[config.mk]
export PLATFORM = sky130hd
export DESIGN_NAME = ternary_bracket_depth_mask
export DESIGN_NICKNAME = d
export VERILOG_FILES = /design/src/rtl/tbdm_pkg.sv /design/src/rtl/tbdm_digit.sv /design/src/rtl/ternary_bracket_depth_mask.sv
export SDC_FILE = /design/constraint.sdc
export NUM_CORES = 1
export LEC_CHECK = 0
export ABC_CLOCK_PERIOD_IN_PS = 5600
export BUFFER_PORTS_ARGS = -buffer_cell sky130_fd_sc_hd__buf_4
export CELL_PAD_IN_SITES_DETAIL_PLACEMENT = 0
export CELL_PAD_IN_SITES_GLOBAL_PLACEMENT = 2
export CORE_MARGIN = 8
export CORE_UTILIZATION = 39
export CTS_CLUSTER_SIZE = 16
export DETAILED_ROUTE_END_ITERATION = 8
export PLACE_DENSITY_LB_ADDON = 0.3
export SYNTH_ARGS = -nofsm -noshare
export SYNTH_HDL_FRONTEND = slang
export SYNTH_SLANG_ARGS = --single-unit
[constraint.sdc]
create_clock -name clk -period 5.6 [get_ports clk]
set_input_delay 1.12 -clock clk [delete_from_list [all_inputs] [get_ports clk]]
set_output_delay 1.12 -clock clk [all_outputs]
set_load 0.005 [all_outputs]
[src/rtl/tbdm_pkg.sv]
// Shared types, constants and helpers for the ternary bracket depth mask.
// Holds the per-trit scan word that travels down the pipeline.
// No dependencies.
`timescale 1ns / 1ps
`default_nettype none

package tbdm_pkg;

  localparam int KEY_W      = 23;
  localparam int COUNT_W    = 4;
  localparam int DEPTH_IN_W = 4;
  localparam int MASK_W     = 8;

  localparam int MAX_DIGITS = 14;
  localparam int MASK_BITS  = 8;

  // 3^15 exceeds 2^23, so fifteen trits cover every key
  localparam int KEY_TRITS = 15;
  localparam int POW_W     = KEY_W + 2;

  // start depth 0..15 moved by at most fourteen steps: -14..29
  localparam int DEPTH_W = 6;

  localparam int RANK_CAP = (MASK_BITS < MASK_W) ? MASK_BITS : MASK_W;
  localparam int RANK_W   = $clog2(RANK_CAP + 1);

  typedef enum logic [1:0] {
    TRIT_NONE  = 2'd0,
    TRIT_CLOSE = 2'd1,
    TRIT_OPEN  = 2'd2
  } trit_t;

  typedef struct packed {
    logic [KEY_W-1:0]          rest;
    logic [COUNT_W-1:0]        count;
    logic signed [DEPTH_W-1:0] depth;
    logic                      halted;
    logic [RANK_W-1:0]         rank;
    logic [MASK_W-1:0]         mask;
  } scan_word_t;

  function automatic logic [POW_W-1:0] pow3(input int unsigned n);
    logic [POW_W-1:0] p;
    p = POW_W'(1);
    for (int unsigned j = 0; j < n; j++) begin
      p = POW_W'(p * 3);
    end
    return p;
  endfunction

  function automatic logic [COUNT_W-1:0] sat_count(input logic [COUNT_W-1:0] c);
    if (int'(c) > MAX_DIGITS) begin
      return COUNT_W'(MAX_DIGITS);
    end
    return c;
  endfunction

endpackage

`default_nettype wire

[src/rtl/tbdm_digit.sv]
// One pipeline stage: peels off a single trit (most significant remaining)
// and applies it to the bracket scan. Depends on tbdm_pkg.
`timescale 1ns / 1ps
`default_nettype none

module tbdm_digit
  import tbdm_pkg::*;
#(
  parameter int DIGIT = 0
) (
  input  wire logic       clk,
  input  wire logic       rst,
  input  wire logic       in_valid,
  output logic            in_stall,
  input  var  scan_word_t in_word,
  output logic            out_valid,
  input  wire logic       out_stall,
  output scan_word_t      out_word
);

  logic [POW_W-1:0] step_one;
  logic [POW_W-1:0] step_two;
  logic [POW_W-1:0] rest_wide;
  trit_t            trit;
  logic             scan_en;
  logic             advance;
  scan_word_t       word_next;

  // take a new word whenever the register is empty or drains this cycle
  assign advance  = !out_valid || !out_stall;
  assign in_stall = !advance;

  always_comb begin
    step_one  = pow3(DIGIT);
    step_two  = step_one << 1;
    rest_wide = POW_W'(in_word.rest);

    priority if (rest_wide >= step_two) begin
      trit = TRIT_OPEN;
    end else if (rest_wide >= step_one) begin
      trit = TRIT_CLOSE;
    end else begin
      trit = TRIT_NONE;
    end

    word_next = in_word;
    unique case (trit)
      TRIT_OPEN:  word_next.rest = KEY_W'(rest_wide - step_two);
      TRIT_CLOSE: word_next.rest = KEY_W'(rest_wide - step_one);
      default:    word_next.rest = in_word.rest;
    endcase

    // digits at or above the count are ignored, and nothing moves after a halt
    scan_en = (int'(in_word.count) > DIGIT) && !in_word.halted;

    if (scan_en) begin
      unique case (trit)
        TRIT_CLOSE: begin
          if (in_word.depth == DEPTH_W'(1)) begin
            word_next.halted = 1'b1;
          end else begin
            word_next.depth = in_word.depth - DEPTH_W'(1);
          end
        end
        TRIT_OPEN: begin
          if (in_word.rank < RANK_W'(RANK_CAP)) begin
            if (in_word.depth == DEPTH_W'(1)) begin
              word_next.mask = in_word.mask | (MASK_W'(1) << in_word.rank);
            end
            word_next.rank = in_word.rank + RANK_W'(1);
          end
          word_next.depth = in_word.depth + DEPTH_W'(1);
        end
        default: begin
        end
      endcase
    end
  end

  always_ff @(posedge clk) begin
    if (rst) begin
      out_valid <= 1'b0;
    end else if (advance) begin
      out_valid <= in_valid;
    end
  end

  always_ff @(posedge clk) begin
    if (advance && in_valid) begin
      out_word <= word_next;
    end
  end

`ifndef SYNTH
  a_rest_below_pow: assert property (@(posedge clk) disable iff (rst)
    out_valid |-> (POW_W'(out_word.rest) < pow3(DIGIT)))
    else $error("remainder not below 3^DIGIT after stage");

  a_halt_freezes_mask: assert property (@(posedge clk) disable iff (rst)
    (in_valid && !in_stall && in_word.halted) |=>
      (out_valid && out_word.halted && out_word.mask == $past(in_word.mask)))
    else $error("mask changed after the scan halted");

  a_rank_capped: assert property (@(posedge clk) disable iff (rst)
    out_valid |-> (out_word.rank <= RANK_W'(RANK_CAP)))
    else $error("open rank ran past its cap");

  a_stall_only_when_full: assert property (@(posedge clk) disable iff (rst)
    in_stall |-> (out_valid && out_stall))
    else $error("stage stalled while it could drain");
`endif

endmodule

`default_nettype wire

[src/rtl/ternary_bracket_depth_mask.sv]
// Top level of the ternary bracket depth mask: a chain of per-trit stages.
// Depends on tbdm_pkg and tbdm_digit.
//
// Usage:
//   Input channel (in_valid / in_stall) carries a word of key_value,
//   digit_count and start_depth. Output channel (out_valid / out_stall)
//   carries rank_mask, one result word per input word, in order.
//   The key is scanned most significant trit first, one trit per stage, over
//   fifteen register stages (enough trits to cover a 23-bit key).
//   Throughput: one word per cycle while out_stall stays low.
//   Each stage holds its word while the next one is full and stalled, and
//   empty stages keep filling, so bubbles close up under a stalled output.
//   in_stall rises only once every stage holds a word and out_stall is high.
//   Reset (rst, synchronous) clears every stage's valid bit; words in flight
//   are dropped. No configuration, no state beyond the pipeline.
`timescale 1ns / 1ps
`default_nettype none

module ternary_bracket_depth_mask
  import tbdm_pkg::*;
(
  input  wire logic                  clk,
  input  wire logic                  rst,
  input  wire logic                  in_valid,
  output logic                       in_stall,
  input  wire logic [KEY_W-1:0]      key_value,
  input  wire logic [COUNT_W-1:0]    digit_count,
  input  wire logic [DEPTH_IN_W-1:0] start_depth,
  output logic                       out_valid,
  input  wire logic                  out_stall,
  output logic [MASK_W-1:0]          rank_mask
);

  logic [KEY_TRITS:0] stage_valid;
  logic [KEY_TRITS:0] stage_stall;
  scan_word_t         stage_word [KEY_TRITS+1];

  always_comb begin
    stage_word[0].rest   = key_value;
    stage_word[0].count  = sat_count(digit_count);
    stage_word[0].depth  = DEPTH_W'(start_depth);
    stage_word[0].halted = 1'b0;
    stage_word[0].rank   = '0;
    stage_word[0].mask   = '0;
  end

  assign stage_valid[0] = in_valid;
  assign in_stall       = stage_stall[0];

  for (genvar s = 0; s < KEY_TRITS; s++) begin : g_stage
    tbdm_digit #(
      .DIGIT(KEY_TRITS - 1 - s)
    ) u_digit (
      .clk      (clk),
      .rst      (rst),
      .in_valid (stage_valid[s]),
      .in_stall (stage_stall[s]),
      .in_word  (stage_word[s]),
      .out_valid(stage_valid[s+1]),
      .out_stall(stage_stall[s+1]),
      .out_word (stage_word[s+1])
    );
  end

  assign stage_stall[KEY_TRITS] = out_stall;
  assign out_valid              = stage_valid[KEY_TRITS];
  assign rank_mask              = stage_word[KEY_TRITS].mask;

endmodule

`default_nettype wire
Word level (Yosys, flattened, before mapping)
Cells that the tools add are included.
Storage, ports and cells
  bits in registers: 667
  latch bits: 0
  memory bits (writable): 0
  ROM bits: 0
  output and inout bits: 10
  logic and storage cells: 539
  memories: 0
Cells by class
  add/subtract/negate cells: 69
  $mul: 0
  div/mod/pow operators: 0
  order comparisons: 59
  equal/unequal tests: 44
  shifts and indexed selects: 14
  muxes and demuxes: 161
  bitwise gates (word level): 14
  reductions and logical operators: 77
Operators by type and width (count)
  one-hot mux 23 bit (2 select lines): 14
  2-to-1 mux 12 bit: 26
  2-to-1 mux 19 bit: 13
  one-hot mux 6 bit (2 select lines): 14
  2-to-1 mux 8 bit: 17
  bitwise OR 8 bit: 14
  left shift 1 x 4 -> 8 bit, first input constant: 14
  == test 6 x 2 -> 1 bit, second input constant: 14
  2-to-1 mux 6 bit: 14
  adder 6 x 2 -> 6 bit, second input constant: 13
  subtractor 6 x 2 -> 6 bit, second input constant: 13
  subtractor 23 x 21 -> 23 bit, second input constant: 3
  < comparator 4 bit, second input constant: 14
  adder 4 x 1 -> 4 bit, second input constant: 13
  greater-or-equal comparator 23 x 13 -> 1 bit, second input constant: 2
  greater-or-equal comparator 23 x 16 -> 1 bit, second input constant: 2
  greater-or-equal comparator 23 x 2 -> 1 bit, second input constant: 2
  greater-or-equal comparator 23 x 21 -> 1 bit, second input constant: 2
  greater-or-equal comparator 23 x 5 -> 1 bit, second input constant: 2
  greater-or-equal comparator 23 x 8 -> 1 bit, second input constant: 2
  subtractor 23 x 13 -> 23 bit, second input constant: 2
  subtractor 23 x 16 -> 23 bit, second input constant: 2
  subtractor 23 x 5 -> 23 bit, second input constant: 2
  subtractor 23 x 8 -> 23 bit, second input constant: 2
  other kinds (54): 222

Logic depth before layout (Yosys ltp)
  depth after elaboration: 17
  depth in mapped cells: 12
  depth with buffers taken out: 9

By module
From an unflattened synthesis, not the netlist that was laid out.
Unflattened totals
  cells, all modules: 4023
  area, all modules: 44033.5 sq um
By module, submodules not included
  tbdm_digit (g_stage[3].u_digit): times used 1, cells an instance 302, area each 3321.9 sq um, sequential area each 1401.3 sq um
  tbdm_digit (g_stage[4].u_digit): times used 1, cells an instance 312, area each 3236.9 sq um, sequential area each 1401.3 sq um
  tbdm_digit (g_stage[2].u_digit): times used 1, cells an instance 294, area each 3123.0 sq um, sequential area each 1401.3 sq um
  tbdm_digit (g_stage[7].u_digit): times used 1, cells an instance 290, area each 3120.5 sq um, sequential area each 1401.3 sq um
  tbdm_digit (g_stage[1].u_digit): times used 1, cells an instance 297, area each 3005.4 sq um, sequential area each 1401.3 sq um
  tbdm_digit (g_stage[5].u_digit): times used 1, cells an instance 276, area each 2962.8 sq um, sequential area each 1401.3 sq um
  tbdm_digit (g_stage[8].u_digit): times used 1, cells an instance 275, area each 2944.1 sq um, sequential area each 1401.3 sq um
  tbdm_digit (g_stage[10].u_digit): times used 1, cells an instance 263, area each 2930.3 sq um, sequential area each 1401.3 sq um
  tbdm_digit (g_stage[6].u_digit): times used 1, cells an instance 276, area each 2930.3 sq um, sequential area each 1401.3 sq um
  tbdm_digit (g_stage[9].u_digit): times used 1, cells an instance 267, area each 2872.8 sq um, sequential area each 1401.3 sq um
  tbdm_digit (g_stage[11].u_digit): times used 1, cells an instance 242, area each 2827.7 sq um, sequential area each 1401.3 sq um
  tbdm_digit (g_stage[13].u_digit): times used 1, cells an instance 248, area each 2825.2 sq um, sequential area each 1401.3 sq um
  tbdm_digit (g_stage[14].u_digit): times used 1, cells an instance 248, area each 2824.0 sq um, sequential area each 1401.3 sq um
  tbdm_digit (g_stage[12].u_digit): times used 1, cells an instance 243, area each 2770.2 sq um, sequential area each 1401.3 sq um
  2 more rows

Worst setup path before layout
OpenSTA, ideal clock, no wires.
  path kind: input -> register
  start point: in out_stall
  end point: reg g_stage[5].u_digit.out_word[0] (netlist bit), enable pin
  setup time: 0.520 ns
  arrival: 5.385 ns
  path slack: -0.306 ns
  cell stages on the path: 5
  path buffers: 0
  cells stage by stage: and4_1 and3_1 and3_1 and3_1 a21boi_0
Between the ends
  cells in the longest elaborated chain, start to end: 12
RTL lines
  start: declaration: line ternary_bracket_depth_mask.sv:30  | input wire logic out_stall,
  logical NOT 1 bit: line tbdm_digit.sv:30  | assign advance = !out_valid || !out_stall;
  logical OR 1 bit (10 in a row): line tbdm_digit.sv:30
  logical AND 1 bit: line tbdm_digit.sv:89  | if (advance && in_valid) begin
  end signal: assignment: line tbdm_digit.sv:90  | out_word <= word_next;
  end: declaration: line tbdm_digit.sv:18  | output scan_word_t out_word
No other way between the ends.
A chain may end at the register's enable or synchronous reset.

==> impl_metrics.csv <==
group,metric,value,unit
power_and_ir_drop,leakage,0.0145,uW
synth,syn_inst,3523,
die,core_area,0.0944,mm2
critical_path,crit_arrival,4.48,ns
finish,diodes,0,
clock_network,path_clk_slew,0.06,ns
timing,fin_crit,4.09,ns
synth,synthArstFlopShare,0,
timing,rsz0062_at_grt,"false",
clock_network,clk_path_buf_depth,3,
clock_network,cts.sink_count,630,
power_and_ir_drop,p_sw_frac,0.231,
critical_path,crit_chain,"ha_1 > or3_1 > a21oi_1 > o311ai_0 > a21oi_2 > buf_4 > nand2_1 > o32a_1 > o21ai_0",
clock_network,h-tree-depth,3,
die,core.rowCount,113,
routing,vias,27300,
routing,ant_nets,0,
routing,vias_per_cell,5.64,
clock_network,cts_tree,"built",
critical_path,worstPathRequired,6.00,ns
routing,firstDrtPassIters,5,
placed_design,place_congestion,0.857,
global_routing,grt_overflow,0,
synth,synth_edf_count,615,
global_routing,grt_pass1_wl,144000,um
power_and_ir_drop,p_comb_frac,0.054,
routing,drt-initial-drc-count,1651,
clock_network,clkLatencyLatePin,0.62,ns
clock_network,post_cts.repair.setup_buffers,0,
placed_design,hpwl,65100,um
timing,finalSetupTns,0,ns
die,start_util,0.392,
placed_design,io_buffers,44,
finish,final_common_cell,"edfxtp_1",
critical_path,path_max_fanout,19,
timing,relSlewSlack,0.171,
clock_network,cts_made_buffers,75,
critical_path,startpoint_type,"register",
synth,synth_flop_cell,"edfxtp_1",
clock_network,hold_buffers,0,
die,die_w,324,um
clock_network,root_buffer,"clkbuf_16",
critical_path,cp_num_buf_inv,1,
global_routing,grtUsageTotal,0.165,
die,io_pins,45,
critical_path,max_stage_delay,0.67,ns
synth,syn_avg_cell_area,10.5,um2
finish,fin_nets,3697,
finish,final_area,0.0409,mm2
finish,drive_gt1_frac,0.0782,
finish,final_cell_mix,"615 x edfxtp_1, 292 x nor2_1, 249 x nand2_1",
power_and_ir_drop,p_per_area,260,mW/mm2
routing,drc,0,
min_path,hold_path_class,"reg -> reg",
routing,drt_wl_total,88100,um
synth,ys_seq_area_frac,0.507,
timing,fmax,245,MHz
timing,tightest_slew,1.24,ns
power_and_ir_drop,p_seq_frac,0.510,
critical_path,worst-setup-path-type,"reg -> reg",
routing,avgRoutedWirePerCell,18.2,um
synth,ys_ff_latch,630,
synth,synth.distinct_cells,89,
global_routing,antenna_found_initial,0,
global_routing,grt_pass1_vias,26900,
power_and_ir_drop,power_switching,2460,uW
timing,hold_violations,0,
placed_design,placed_cell_area,0.0386,mm2
status,status,"complete, no violations",
timing,skew,0.0189,ns
timing,setup_viol_count_final,0,
clock_network,postCtsResizedCells,0,
global_routing,grt_max_degree,47,
synth,yosys_warnings,0,
critical_path,slowest_stage,"a21oi_2",
critical_path,critical-path-top-delay-family,"compound AO/OA/AOI/OAI gates",
synth,synthesis.area,0.0370,mm2
power_and_ir_drop,p_clk_frac,0.435,
flow_run,drv_cap,0,
finish,fillCellCount,8994,
timing,fin_crit_sh,0.729,
die,die_area,0.105,mm2
die,die_h,324,um
finish,syn_to_final_growth,10.5,%
timing,slew_violations,0,
power_and_ir_drop,p_int,8160,uW
critical_path,worstSetupEndpointType,"register",
power_and_ir_drop,max-vdd-ir-drop,0.000194,V
finish,utilization,0.433,
==> sequential cells by signal (all words and copies together), names as in the netlist <==
register / count
g_stage.u_digit.out_word: 615
g_stage.u_digit.out_valid: 15
==> Yosys cell counts, types with 14 or more instances <==
library cell / count / share of area
a211o_1: 17 / 0.0040
a41o_1: 14 / 0.0038
nand4_1: 34 / 0.0057
and3_1: 52 / 0.0088
mux2i_1: 18 / 0.0049
nor3_1: 127 / 0.017
edfxtp_1: 615 / 0.50
or2_2: 27 / 0.0046
nand2b_1: 38 / 0.0064
or4_1: 45 / 0.0091
a21o_1: 82 / 0.017
xor2_1: 149 / 0.035
xnor2_1: 144 / 0.034
o21ai_0: 178 / 0.024
clkbuf_1: 146 / 0.015
o22ai_1: 23 / 0.0039
a31o_2: 35 / 0.0083
o31ai_1: 34 / 0.0069
a21boi_0: 14 / 0.0028
nor2b_1: 24 / 0.0041
o21a_1: 22 / 0.0045
o211ai_1: 36 / 0.0073
nand3_1: 88 / 0.012
nor3b_1: 25 / 0.0051
nor4_1: 73 / 0.012
and2_1: 40 / 0.0068
or3_1: 55 / 0.0093
a211oi_1: 21 / 0.0043
a21oi_1: 194 / 0.026
dfxtp_1: 15 / 0.0081
inv_1: 139 / 0.014
a2111oi_0: 15 / 0.0036
nand2_1: 249 / 0.025
a31oi_1: 50 / 0.0085
nor2_1: 293 / 0.030
ha_1: 155 / 0.052
==> power by group through the flow <==
stage               combinational (uW)  sequential, uW  clock (uW)
floorplan                          454            5420           0
global placement                   571            5510           0
detailed placement                 574            5510           0
CTS                                578            5420        4780
global route                       644            5430        4930
finish                             575            5420        4620
==> path summary, 6_finish.rpt <==
path                                         startpoint                                    endpoint  slack [ns]  depth (start not counted)
max           g_stage[0].u_digit.out_word[25]$_DFFE_PP_   g_stage[1].u_digit.out_word[25]$_DFFE_PP_        1.51                          9
min          g_stage[12].u_digit.out_word[19]$_DFFE_PP_  g_stage[13].u_digit.out_word[19]$_DFFE_PP_        0.42                          0
max reg2reg   g_stage[0].u_digit.out_word[25]$_DFFE_PP_   g_stage[1].u_digit.out_word[25]$_DFFE_PP_        1.51                          9
min reg2reg  g_stage[12].u_digit.out_word[19]$_DFFE_PP_  g_stage[13].u_digit.out_word[19]$_DFFE_PP_        0.42                          0
==> worst register-to-register path: cells and delay by family, from the launching register on <==
family	cells	cell delay (ns)
buffers and inverters	1	0.35
adder cells (fa/ha/maj)	1	0.27
AND/OR/NAND/NOR	2	0.61
AO/OA/AOI/OAI	5	2.10
flip-flops	1	0.53
==> final cells by class <==
class,instances,area [um2],area share
clock buffers,90,1980,0.0483
clock inverters,48,348,0.00851
inverters,139,522,0.0128
multi-input cells,2596,17200,0.421
flip-flops and latches,630,18800,0.459
well taps,1265,1580,0.0387
repair buffers,65,488,0.0119
==> per-stage QoR <==
stage	worst slack [ns]	total power, uW	cells	hold slack, ns
6_report	1.51	10600	4833	0.419
5_1_grt	1.22	11000	4833	0.427
3_3_place_gp	1.58	6080	4695	0.408
3_5_place_dp	1.59	6090	4695	0.410
4_1_cts	1.59	10800	4833	0.425
2_1_floorplan	0.342	5870	3524	0.400
==> kinds of logic (layout without fill, tap and decap cells) <==
group	Yosys count	in the layout	synth area share
xor gates and xnor gates	293	293	0.0694
AOI/OAI and AO/OA	879	879	0.159
DFF	630	630	0.507
adders and majority gates	155	155	0.0524
other	1	2	0.000101
and+or+nand+nor	1242	1242	0.174
muxes	25	25	0.00700
buffers and inverters	298	342	0.0304
==> layer usage <==
| layer | vias up | track usage | share of wire |
|---|---|---|---|
| met5 | - | 0 | 0 |
| met1 | 13200 | 0.209 | 0.44 |
| met4 | 0 | 0.0513 | 0.026 |
| met2 | 565 | 0.289 | 0.50 |
| li1 | 13300 | - | - |
| met3 | 157 | 0.0252 | 0.033 |
Power figures use the tool's default switching activity.
